$ cat src/rtl/irle_pkg.sv
// ----------------------------------------------------------------------------
// irle_pkg
// Shared types and constants for the input run-length encoder.
// ----------------------------------------------------------------------------
package irle_pkg;

    // Run store geometry
    localparam int STORE_DEPTH = 4096;
    localparam int AW          = (STORE_DEPTH > 1) ? $clog2(STORE_DEPTH) : 1;
    localparam int IDXW        = 12;
    localparam int WORDW       = 32;
    localparam int CMPW        = ((AW > IDXW) ? AW : IDXW) + 1;

    // Result queue between front and back
    localparam int QDEPTH = 4;
    localparam int QAW    = $clog2(QDEPTH);

    // Command codes
    localparam logic [1:0] CMD_START  = 2'd0;
    localparam logic [1:0] CMD_RECORD = 2'd1;
    localparam logic [1:0] CMD_READ   = 2'd2;

    localparam logic [7:0] COUNT_MAX = 8'hFF;

    typedef struct packed {
        logic [IDXW-1:0]   read_index;
        logic              recording_blocked;
        logic              button_r;
        logic              button_z;
        logic              button_b;
        logic              button_a;
        logic signed [7:0] stick_y;
        logic signed [7:0] stick_x;
        logic [1:0]        cmd;
    } t_item;

    typedef struct packed {
        logic [WORDW-1:0] word;
        logic [IDXW-1:0]  word_index;
        logic             new_word;
        logic             cannot_save;
    } t_res;

endpackage

$ cat src/rtl/irle_back.sv
// ----------------------------------------------------------------------------
// irle_back
// Output register: pops the result queue and holds a beat until taken.
// ----------------------------------------------------------------------------
module irle_back (
    input  logic           i_clk,
    input  logic           i_rst_n,
    input  logic           i_nonempty,
    input  irle_pkg::t_res i_data,
    output logic           o_pop,
    output logic           o_valid,
    input  logic           i_ready,
    output irle_pkg::t_res o_data
);
    import irle_pkg::*;

    logic r_valid;
    t_res r_data;

    assign o_pop = i_nonempty && (!r_valid || i_ready);

    always_ff @(posedge i_clk) begin
        if (!i_rst_n) begin
            r_valid <= 1'b0;
        end else if (o_pop) begin
            r_valid <= 1'b1;
        end else if (i_ready) begin
            r_valid <= 1'b0;
        end
    end

    always_ff @(posedge i_clk) begin
        if (o_pop) begin
            r_data <= i_data;
        end
    end

    assign o_valid = r_valid;
    assign o_data  = r_data;

endmodule

$ cat config.mk
export PLATFORM = sky130hd
export DESIGN_NAME = irle_back
export DESIGN_NICKNAME = d
export VERILOG_FILES = /design/src/rtl/irle_pkg.sv /design/src/rtl/irle_back.sv
export SDC_FILE = /design/constraint.sdc
export NUM_CORES = 1
export LEC_CHECK = 0
export BUFFER_PORTS_ARGS = -buffer_cell sky130_fd_sc_hd__buf_2
export CORE_MARGIN = 3
export CORE_UTILIZATION = 40
export CTS_CLUSTER_DIAMETER = 30
export DETAILED_ROUTE_END_ITERATION = 16
export PLACE_DENSITY = 0.78
export SYNTH_ARGS = -nofsm -noshare
export SYNTH_HDL_FRONTEND = slang
export SYNTH_SLANG_ARGS = --single-unit
$ cat constraint.sdc
create_clock -name i_clk -period 3.3 [get_ports i_clk]
set_input_delay 0.33 -clock i_clk [delete_from_list [all_inputs] [get_ports i_clk]]
set_output_delay 0.33 -clock i_clk [all_outputs]
set_load 0.005 [all_outputs]
==> flow_summary_export.csv <==
group,metric,value,unit
layout,area_delta_synth_final,46.41,%
setup_path,crit_type,"register to primary output",
power,ir_worst_vdd,332.8,µV
setup_path,rr_startpoint,"o_valid$_SDFFE_PN0P_",
floorplan,core,3390,µm²
setup_path,crit_path_start,"o_valid$_SDFFE_PN0P_",
logic_synthesis,syn_avg_cell_area,28.58,µm²
clocking,cts_root_buf,"clkbuf_4",
global_route,grt_start_max_net_pins,29,
sta,fin_crit,1.765,ns
setup_path,worst_setup_path_start_kind,"register",
power,p_leak,0.9079,nW
floorplan,die_area,4325,µm²
setup_path,cp_slowest_cell,"nor2b_4",
outcome,outcome,"completed",
floorplan,fp-row-count,21,
power,power_density,567.9,nW/µm²
clocking,clockBufferDepth,2,
setup_path,worst_path_most_repeated_cell,"nor2b_4",
placed_design,place_congestion,0.6763,
setup_path,cp-end-kind,"primary output",
sta,setup_violations,0,
clocking,clk_latency,0.34,ns
setup_path,rr_worst_depth,3,
global_route,grt_pass1_vias,923,
global_route,grt_first_pass_wirelength,4.077,mm
clocking,cts_resized,0,
global_route,antenna_found_initial,0,
sta,finalHoldViolCount,0,
layout,fillers,265,
clocking,cts.sinks,47,
drt,vias,857,
drt,wl_per_cell,13.33,µm
setup_path,worstPathMaxFanout,20,
layout,final_util,61.72,%
setup_path,r2r_end,"o_data[8]$_DFFE_PP_",
sta,tightest_slew,0.5143,ns
global_route,grtUsageTotal,13.49,%
floorplan,num_io_pins,98,
sta,fin_skew,0.005405,ns
drt,wl,2.692,mm
setup_path,critPathArrivalTime,1.43,ns
layout,seq_area,1401,µm²
sta,slew_viol_final,0,
sta,max_freq,566.7,MHz
setup_path,setup.worst_path.end,"o_pop",
layout,num_antenna_cells,0,
sta,fin_ws,1.535,ns
clocking,clkTransAtPathRegs,0.13,ns
sta,rsz0062_at_grt,"no",
floorplan,initial_utilization,42.16,%
clocking,cts_setup_buffers,0,
floorplan,die_x,65.77,µm
setup_path,max_stage_delay,0.43,ns
global_route,grt_overflow,0,
setup_path,r2r_slack,1.67,ns
sta,fin_crit_sh,53.47,%
logic_synthesis,syn-num-nets,100,
clocking,tritoncts,"yes",
drt,via_per_inst,4.243,
run,drv_cap,0,
layout,drive_gt1_share,69.23,%
layout,fin_nets,205,
floorplan,dieHeight,65.77,µm
sta,tns,0,ns
placed_design,portBuffers,97,
hold_path,min_path_type,"input pin to register",
logic_synthesis,synth_seq_cells,47,
logic_synthesis,ys_types,5,
drt,drc,0,
logic_synthesis,ys_warn_count,0,
power,p_total,0.001188,W
clocking,cts_buffers,5,
drt,drt_first_pass_iters,3,
sta,slew_headroom,65.64,%
setup_path,cp.required,2.97,ns
logic_synthesis,netlist_area,1429,µm²
logic_synthesis,synth_cells,50,
drt,drt-initial-drc-count,23,
layout,multiInputGateArea,35.03,µm²
drt,ant_nets,0,
placed_design,hpwl,2.163,mm
placed_design,place_ws,1.603,ns
clocking,htree_levels,2,
logic_synthesis,synth_seq_area_share,98.07,%
clocking,cts_hold_buf,0,
setup_path,cp_cell_sequence,"nor2b_4 > nor2b_4 > buf_2",
cells in the mapped netlist, drive strengths merged:
library cell | instances | area share (%)
dfxtp | 1 | 1.4
o21a | 1 | 0.53
edfxtp | 46 | 97
nor2b | 2 | 1.4
power by group:
group / total, W / switching (W) / internal [W]
clock network: 0.000400 / 0.000165 / 0.000236
logic: 0.0000838 / 0.0000392 / 0.0000446
registers: 0.000704 / 0.00000804 / 0.000696
total: 0.00119 / 0.000212 / 0.000976
critical path, delay by kind of cell, from the launching register on:
kind	cells	cell delay (ns)
buffers and inverters	1	0.21
DFF	1	0.33
and+or+nand+nor	2	0.56
layout make-up:
class                   instances  area share, %
flip-flops and latches         47          66.99
repair buffers                 98          23.56
clock inverters                 3          3.230
well taps                      46          2.751
clock buffers                   5          1.794
multi-input cells               3          1.675
worst min path at each step:
| stage | from | end | slack [ns] | cells after the start |
|---|---|---|---|---|
| final | i_data[40] | o_data[40]$_DFFE_PP_ | 0.15 | 1 |
| after CTS | i_data[20] | o_data[20]$_DFFE_PP_ | 0.12 | 1 |
| after global placement | i_data[18] | o_data[18]$_DFFE_PP_ | 0.51 | 1 |
| after global routing | i_data[23] | o_data[23]$_DFFE_PP_ | 0.11 | 1 |
| after floorplan | i_data[0] | o_data[0]$_DFFE_PP_ | 0.43 | 0 |
| after detailed placement | i_data[13] | o_data[13]$_DFFE_PP_ | 0.51 | 1 |
per-stage QoR:
stage	cells	hold WS (ns)	area, µm²
after CTS	202	0.1196	2092
after detailed placement	194	0.5081	1987
after floorplan	50	0.4289	1429
after global routing	202	0.1069	2092
final	202	0.1477	2092
after global placement	194	0.5071	1987
state kept, by name, indices dropped and copies added, names as in the netlist:
| name | flops |
|---|---|
| o_data | 46 |
| o_valid | 1 |
layout by cell type, fill, tap and decap left out:
master / instances
clkinvlp_4: 1
clkbuf_4: 5
buf_2: 97
edfxtp_1: 46
buf_4: 1
bufinv_16: 2
o21a_1: 1
nor2b_4: 2
dfxtp_1: 1
layer usage:
layer / up-vias / part of all wire [%] / global-route usage [%] / routed length, µm
met1: 378 / 32 / 12.38 / 859
met4: 0 / 2.5 / 7.772 / 66
met5: - / 0 / 0 / 0
met2: 64 / 51 / 22.65 / 1374
met3: 7 / 15 / 8.034 / 392
li1: 408 / - / - / -
cells by family (layout without fill, tap and decap cells):
kind of cell / count (synthesis) / in the layout / synth area share (%)
simple gates: 2 / 2 / 1.401
flops: 47 / 47 / 98.07
compound gates: 1 / 1 / 0.5256
buf+inv: 0 / 106 / 0
Note: power is estimated with default switching activity, not from simulation.
