### src/rtl/irle_pkg.sv
// ----------------------------------------------------------------------------
// irle_pkg
// Shared types and constants for the input run-length encoder.
// ----------------------------------------------------------------------------
package irle_pkg;

    // Run store geometry
    localparam int STORE_DEPTH = 4096;
    localparam int AW          = (STORE_DEPTH > 1) ? $clog2(STORE_DEPTH) : 1;
    localparam int IDXW        = 12;
    localparam int WORDW       = 32;
    localparam int CMPW        = ((AW > IDXW) ? AW : IDXW) + 1;

    // Result queue between front and back
    localparam int QDEPTH = 4;
    localparam int QAW    = $clog2(QDEPTH);

    // Command codes
    localparam logic [1:0] CMD_START  = 2'd0;
    localparam logic [1:0] CMD_RECORD = 2'd1;
    localparam logic [1:0] CMD_READ   = 2'd2;

    localparam logic [7:0] COUNT_MAX = 8'hFF;

    typedef struct packed {
        logic [IDXW-1:0]   read_index;
        logic              recording_blocked;
        logic              button_r;
        logic              button_z;
        logic              button_b;
        logic              button_a;
        logic signed [7:0] stick_y;
        logic signed [7:0] stick_x;
        logic [1:0]        cmd;
    } t_item;

    typedef struct packed {
        logic [WORDW-1:0] word;
        logic [IDXW-1:0]  word_index;
        logic             new_word;
        logic             cannot_save;
    } t_res;

endpackage

### src/rtl/irle_fifo.sv
// ----------------------------------------------------------------------------
// irle_fifo
// Small result queue between the front and the output stage.
// ----------------------------------------------------------------------------
module irle_fifo (
    input  logic                   i_clk,
    input  logic                   i_rst_n,
    input  logic                   i_push,
    input  irle_pkg::t_res         i_data,
    input  logic                   i_pop,
    output logic                   o_nonempty,
    output irle_pkg::t_res         o_data,
    output logic [irle_pkg::QAW:0] o_level
);
    import irle_pkg::*;

    t_res           r_mem [QDEPTH];
    logic [QAW-1:0] r_wptr, r_rptr;
    logic [QAW:0]   r_count;

    always_ff @(posedge i_clk) begin
        if (!i_rst_n) begin
            r_wptr  <= '0;
            r_rptr  <= '0;
            r_count <= '0;
        end else begin
            if (i_push) begin
                r_wptr <= r_wptr + QAW'(1);
            end
            if (i_pop) begin
                r_rptr <= r_rptr + QAW'(1);
            end
            unique case ({i_push, i_pop})
                2'b10:   r_count <= r_count + (QAW+1)'(1);
                2'b01:   r_count <= r_count - (QAW+1)'(1);
                default: r_count <= r_count;
            endcase
        end
    end

    always_ff @(posedge i_clk) begin
        if (i_push) begin
            r_mem[r_wptr] <= i_data;
        end
    end

    assign o_data     = r_mem[r_rptr];
    assign o_nonempty = (r_count != '0);
    assign o_level    = r_count;

`ifndef SYNTHESIS
    a_no_overflow: assert property (@(posedge i_clk) disable iff (!i_rst_n)
        i_push |-> (r_count < (QAW+1)'(QDEPTH) || i_pop))
        else $error("result queue overflow");
    a_no_underflow: assert property (@(posedge i_clk) disable iff (!i_rst_n)
        i_pop |-> o_nonempty)
        else $error("result queue underflow");
    a_level_bound: assert property (@(posedge i_clk) disable iff (!i_rst_n)
        r_count <= (QAW+1)'(QDEPTH))
        else $error("result queue level out of range");
`endif

endmodule

### config.mk
export PLATFORM = sky130hd
export DESIGN_NAME = irle_fifo
export DESIGN_NICKNAME = d
export VERILOG_FILES = /design/src/rtl/irle_pkg.sv /design/src/rtl/irle_fifo.sv
export SDC_FILE = /design/constraint.sdc
export NUM_CORES = 1
export LEC_CHECK = 0
export BUFFER_PORTS_ARGS = -buffer_cell sky130_fd_sc_hd__buf_2
export CAP_MARGIN = 20
export CORE_MARGIN = 2
export CORE_UTILIZATION = 40
export CTS_CLUSTER_SIZE = 40
export DETAILED_ROUTE_END_ITERATION = 7
export RECOVER_POWER = 25
export SLEW_MARGIN = 10
export SYNTH_ARGS = -nofsm -noshare
export SYNTH_HDL_FRONTEND = slang
export SYNTH_SLANG_ARGS = --single-unit
### constraint.sdc
create_clock -name i_clk -period 1.9 [get_ports i_clk]
set_input_delay 0.095 -clock i_clk [delete_from_list [all_inputs] [get_ports i_clk]]
set_output_delay 0.095 -clock i_clk [all_outputs]
set_load 0.1 [all_outputs]
==> results of run 1 <==
## final cells by class
class | instances | area, sq um
timing repair buffer | 158 | 1449
fill | 1355 | 8014
multi-input combinational | 75 | 1294
clock inverter | 14 | 163.9
clock buffer | 18 | 429.2
inverter | 3 | 11.26
antenna | 1 | 2.502
tap | 225 | 281.5
sequential | 193 | 5712
## layer usage
layer / up-vias / track usage, %
li1: 1525 / -
met1: 1719 / 17.65
met2: 79 / 24.27
met3: 15 / 4.599
met4: 0 / 5.212
met5: - / 0
## flip-flops by register name, summed over array words and instances, names as in the netlist, named ones only
signal / count
o_level: 3
r_mem: 184
r_rptr: 2
r_wptr: 2
## repair_timing
action / CTS / global route
cloned: 1 / 0
setup endpoints to repair: 44 / 45
hold endpoints to repair: 191 / 0
resized for setup: 101 / 8
setup buffers: 1 / 1
hold buffers: 47 / 0
## kinds of logic after synthesis
| logic type | Yosys count | synth area share, % |
|---|---|---|
| buffers and inverters | 13 | 1.788 |
| and+or+nand+nor | 14 | 1.192 |
| adders and majority gates | 6 | 1.157 |
| muxes | 48 | 15.11 |
| DFF | 193 | 79.96 |
| AOI/OAI and AO/OA | 2 | 0.1753 |
| xor gates and xnor gates | 5 | 0.6138 |
## critical path: stages, from the launching register on
cell     delay (ns)
dfxtp_4        0.44
buf_4          0.14
mux4_1         0.59
buf_6          0.22
## through the flow
stage | setup WS [ns] | hold slack [ns] | utilization (%) | setup TNS (ns)
final | -0.009128 | 0.04096 | 53.83 | -0.01779
after global routing | -0.07471 | 0.02649 | 53.81 | -2.069
after CTS | -0.1006 | 0.01890 | 53.97 | -2.022
after detailed placement | 0.2176 | 0.3117 | 45.86 | 0
after global placement | 0.2663 | 0.3049 | 45.86 | 0
after floorplan | 0.01122 | 0.1939 | - | 0
## power by group through the flow
stage | logic, uW | registers [uW] | clock network (uW)
6_report | 2410 | 4940 | 3520
5_1_grt | 2510 | 4960 | 3770
3_5_place_dp | 2100 | 5030 | 0
2_1_floorplan | 1680 | 5080 | 0
3_3_place_gp | 2080 | 5020 | 0
4_1_cts | 2440 | 4950 | 3630
## cell usage after synthesis
library cell  instances  area share (%)
edfxtp_1            184              77
mux4_2               40              13
and2_1                9            0.79
dfxtp_1               9             2.5
mux4_1                6             2.2
ha_1                  5            0.88
buf_12                4             1.1
buf_2                 4            0.28
inv_1                 3            0.16
xnor2_1               3            0.37
mux2i_1               2            0.28
nor2b_1               2            0.18
or3_1                 2            0.18
xor2_1                2            0.25
a21boi_0              1            0.11
buf_6                 1            0.16
clkbuf_2              1           0.070
fa_1                  1            0.28
nand2_1               1           0.053
o21ai_0               1           0.070
## path summary, 6_finish.rpt
| check | from | endpoint | slack [ns] | cells after the start |
|---|---|---|---|---|
| worst max-delay path | flip-flop | o_data[42] | -0.009 | 3 |
| worst min-delay path | i_pop | flip-flop | 0.04 | 3 |
| worst max register to register | r_wptr[0] | r_mem[2][39] | 0.27 | 4 |
| worst min register to register | o_level[2] | o_level[2] | 0.52 | 2 |
==> impl_metrics.env, run 1 <==
export IMPL_finalClockSkew_ns=0.008208
export IMPL_fin_cells=687
export IMPL_grt_pass1_vias=3622
export IMPL_failed_checks="negative setup slack"
export IMPL_relSlewSlack_pct=67.89
export IMPL_syn_avg_cell_area_sq_um=25.39
export IMPL_ys_warnings_count=0
export IMPL_antenna_found_initial=1
export IMPL_wl_met3_um=621
export IMPL_port_buffers=99
export IMPL_p_switching_uw=3204
export IMPL_synth_ff_latch_count=193
export IMPL_min_period_over_period_pct=100.5
export IMPL_grt_start_max_net_pins=47
export IMPL_ir_worst_vdd_mv=0.7142
export IMPL_cap_violations=0
export IMPL_end_kind="output pin"
export IMPL_fp_dieH_um=137.6
export IMPL_cp_arrival_ns=1.81
export IMPL_via_per_inst=4.859
export IMPL_synthesis_nets=337
export IMPL_antenna_left=0
export IMPL_num_vias=3338
export IMPL_syn_area_sq_mm=0.007136
export IMPL_power_switching_share_pct=29.46
export IMPL_cts_path_max_buffers=2
export IMPL_final_common_cell="edfxtp_1"
export IMPL_critPathKind="flip-flop to output pin"
export IMPL_clkPwrFrac_pct=32.4
export IMPL_drc=0
export IMPL_clk_pin_slew_worst_paths_ns=0.07
export IMPL_p_seq_share_pct=45.4
export IMPL_power_total_uw=10880
export IMPL_tritoncts="done"
export IMPL_fin_area_sq_mm=0.009343
export IMPL_drive_gt1_share_pct=36.44
export IMPL_cp_max_fo=6
export IMPL_wire_per_inst_um=18.49
export IMPL_track_usage_pct=14.46
export IMPL_synthDistinctLibCells=20
export IMPL_placed_area_sq_mm=0.007959
export IMPL_final_max_slew_viol_count=0
export IMPL_grt_overflow_total=0
export IMPL_die_area_sq_mm=0.01892
export IMPL_place_inst=605
export IMPL_htreeDepth=4
export IMPL_p_leak_uw=0.003157
export IMPL_drt_pass1_iter_count=4
export IMPL_rows=48
export IMPL_nNetsFinal=504
export IMPL_grt_pass1_wl_um=19550
export IMPL_gp_congestion=0.6895
export IMPL_crit_path_start_kind="flip-flop"
export IMPL_core_area_sq_mm=0.01736
export IMPL_timing_final_ws_setup_ns=-0.009128
export IMPL_fin_crit_ns=1.909
export IMPL_hold_path_class="primary input to flip-flop"
export IMPL_power_density_mw_per_mm2=1164
export IMPL_netlist_instances=281
export IMPL_drtIter0Drc=175
export IMPL_area_delta_synth_final_pct=30.93
export IMPL_met1Wirelength_um=5210
export IMPL_rsz0062_at_grt="true"
export IMPL_worst_pin_slew_ns=0.4849
export IMPL_die_w_um=137.6
export IMPL_clockRootBuffer="clkbuf_16"
export IMPL_fmax_ghz=0.5238
export IMPL_ioPinCount=100
export IMPL_final_hold_viol_count=0
export IMPL_internal_power_uw=7672
export IMPL_crit_required_ns=1.80
export IMPL_wl_um=12700
export IMPL_status="complete, but fails checks"
export IMPL_ys_seq_area_share_pct=79.96
export IMPL_top_layer="met4"
export IMPL_layout_common_cells="edfxtp_1 (184), dlygate4sd3_1 (47), mux4_2 (44), buf_6 (39), buf_2 (28)"
export IMPL_cts_buffers=17
export IMPL_clock_sinks=193
export IMPL_setup_viol=2
export IMPL_dr_wl_met2_um=6690
export IMPL_start_util_pct=41.11
export IMPL_dp_hpwl_um=7606
export IMPL_combPwrFrac_pct=22.2
export IMPL_clkLatencyLatePin_ns=0.42
(Power assumes the default switching activity.)
==> inputs of run 2 (changes only) <==
--- a/config.mk
+++ b/config.mk
@@ -7,6 +7,7 @@
 export LEC_CHECK = 0
 export BUFFER_PORTS_ARGS = -buffer_cell sky130_fd_sc_hd__buf_2
 export CAP_MARGIN = 20
+export CORE_ASPECT_RATIO = 0.9
 export CORE_MARGIN = 2
 export CORE_UTILIZATION = 40
 export CTS_CLUSTER_SIZE = 40
==> impl_metrics.env, run 2 (same netlist as run 1, synthesis figures left out) <==
export IMPL_status="completed"
export IMPL_final_common_cell="edfxtp_1"
export IMPL_wire_per_inst_um=18.13
export IMPL_finalClockSkew_ns=0.005294
export IMPL_drive_gt1_share_pct=35.57
export IMPL_ioPinCount=100
export IMPL_grt_pass1_wl_um=18940
export IMPL_cp_max_fo=13
export IMPL_wl_um=12710
export IMPL_grt_overflow_total=0
export IMPL_cts_buffers=17
export IMPL_rsz0062_at_grt="true"
export IMPL_dp_hpwl_um=7553
export IMPL_nNetsFinal=505
export IMPL_placed_area_sq_mm=0.008005
export IMPL_clockRootBuffer="clkbuf_16"
export IMPL_largest_reg_flops=184
export IMPL_r2r_slack_ns=0.31
export IMPL_critPathKind="flip-flop to output pin"
export IMPL_fp_dieH_um=130.7
export IMPL_worst_pin_slew_ns=0.4905
export IMPL_tritoncts="done"
export IMPL_crit_path_start_kind="flip-flop"
export IMPL_cap_violations=0
export IMPL_min_path_cells=3
export IMPL_clk_pin_slew_worst_paths_ns=0.06
export IMPL_slowest_delay_ns=0.58
export IMPL_p_leak_uw=0.003128
export IMPL_holdPathEnd="r_rptr[0]"
export IMPL_drtIter0Drc=217
export IMPL_die_w_um=144.8
export IMPL_cp_slowest_cell="mux4_2"
export IMPL_num_vias=3375
export IMPL_htreeDepth=4
export IMPL_gp_congestion=0.6243
export IMPL_min_period_over_period_pct=99.69
export IMPL_final_max_slew_viol_count=0
export IMPL_grt_pass1_vias=3521
export IMPL_antenna_found_initial=0
export IMPL_drt_pass1_iter_count=4
export IMPL_drc=0
export IMPL_core_area_sq_mm=0.01755
export IMPL_final_hold_viol_count=0
export IMPL_fmax_ghz=0.5280
export IMPL_hold_path_class="primary input to flip-flop"
export IMPL_end_kind="output pin"
export IMPL_worst_r2r_path_depth=4
export IMPL_r2r_start="r_wptr[0]"
export IMPL_fin_area_sq_mm=0.009310
export IMPL_place_inst=622
export IMPL_layout_common_cells="edfxtp_1 (184), dlygate4sd3_1 (47), mux4_2 (46), buf_6 (41), clkbuf_1 (29)"
export IMPL_cp_arrival_ns=1.80
export IMPL_min_from="i_pop"
export IMPL_r2r_end="r_mem[2][26]"
export IMPL_cp_cell_sequence="buf_12 > mux4_2 > buf_12"
export IMPL_relSlewSlack_pct=67.53
export IMPL_setup_viol=0
export IMPL_die_area_sq_mm=0.01892
export IMPL_via_per_inst=4.815
export IMPL_crit_required_ns=1.80
export IMPL_cts_path_max_buffers=2
export IMPL_port_buffers=99
export IMPL_power_density_mw_per_mm2=1147
export IMPL_fin_cells=701
export IMPL_ir_worst_vdd_mv=0.5452
export IMPL_start_util_pct=40.65
export IMPL_antenna_left=0
export IMPL_cp_common_cell="buf_12"
export IMPL_largest_register="r_mem"
export IMPL_post_cts_buffers=0
export IMPL_area_delta_synth_final_pct=30.48
export IMPL_hold_slack_ns=0.07079
export IMPL_fill_cells=1379
export IMPL_rows=46
export IMPL_insertedDiodeCount=0
export IMPL_fin_util_pct=53.04
export IMPL_clkLatencyLatePin_ns=0.41
export IMPL_clock_sinks=193
export IMPL_track_usage_pct=13.81
export IMPL_grt_start_max_net_pins=37
export IMPL_fin_crit_ns=1.894
==> run 2: per-stage QoR <==
| step | power (uW) | TNS [ns] | setup WS (ns) |
|---|---|---|---|
| after global routing | 11050 | -0.7282 | -0.05144 |
| after floorplan | 6757 | 0 | 0.01122 |
| after global placement | 7117 | 0 | 0.2839 |
| after detailed placement | 7142 | 0 | 0.2630 |
| after CTS | 10730 | -0.5890 | -0.05726 |
| final | 10680 | 0 | 0.005967 |
==> run 2: layer usage <==
| metal | track usage, % | vias up | part of all wire, % |
|---|---|---|---|
| li1 | - | 1518 | - |
| met3 | 4.337 | 11 | 5.4 |
| met4 | 3.655 | 0 | 1.1 |
| met2 | 21.45 | 87 | 47 |
| met5 | 0 | - | 0 |
| met1 | 19.19 | 1759 | 46 |
==> run 2: layout make-up <==
cell class | count | area (sq um) | area share (%)
Clock buffer | 19 | 432.9 | 4.650
Clock inverter | 12 | 118.9 | 1.277
Inverter | 3 | 11.26 | 0.1210
Multi-Input combinational cell | 75 | 1286 | 13.82
Sequential cell | 193 | 5712 | 61.35
Tap cell | 240 | 300.3 | 3.225
Timing Repair Buffer | 159 | 1449 | 15.56
==> run 2: worst max-delay path: cells and delay by family (launching register included) <==
| family | cells | cell delay [ns] |
|---|---|---|
| flops | 1 | 0.43 |
| buf+inv | 2 | 0.39 |
| mux | 1 | 0.58 |
==> run 2: worst max path at each step <==
stage,startpoint,end,cells past startpoint
6_report,flip-flop,o_data[39],3
3_5_place_dp,i_push,o_level[2],7
5_1_grt,flip-flop,o_data[8],3
2_1_floorplan,o_level[1],o_level[2],4
4_1_cts,flip-flop,o_data[43],3
3_3_place_gp,r_wptr[0],r_mem[2][21],4
==> run 2: report_power, final <==
part	leakage, uW	switching, uW	total [uW]	internal, uW
Combinational	0.00110	1690	2420	726
Sequential	0.00177	62.2	4940	4880
Clock	0.000267	1410	3320	1910
==> run 2: repair_timing <==
action	CTS	global route
resized for setup	79	26
cloned	1	0
setup endpoints to repair	46	35
hold buffers	47	0
hold endpoints to repair	192	0
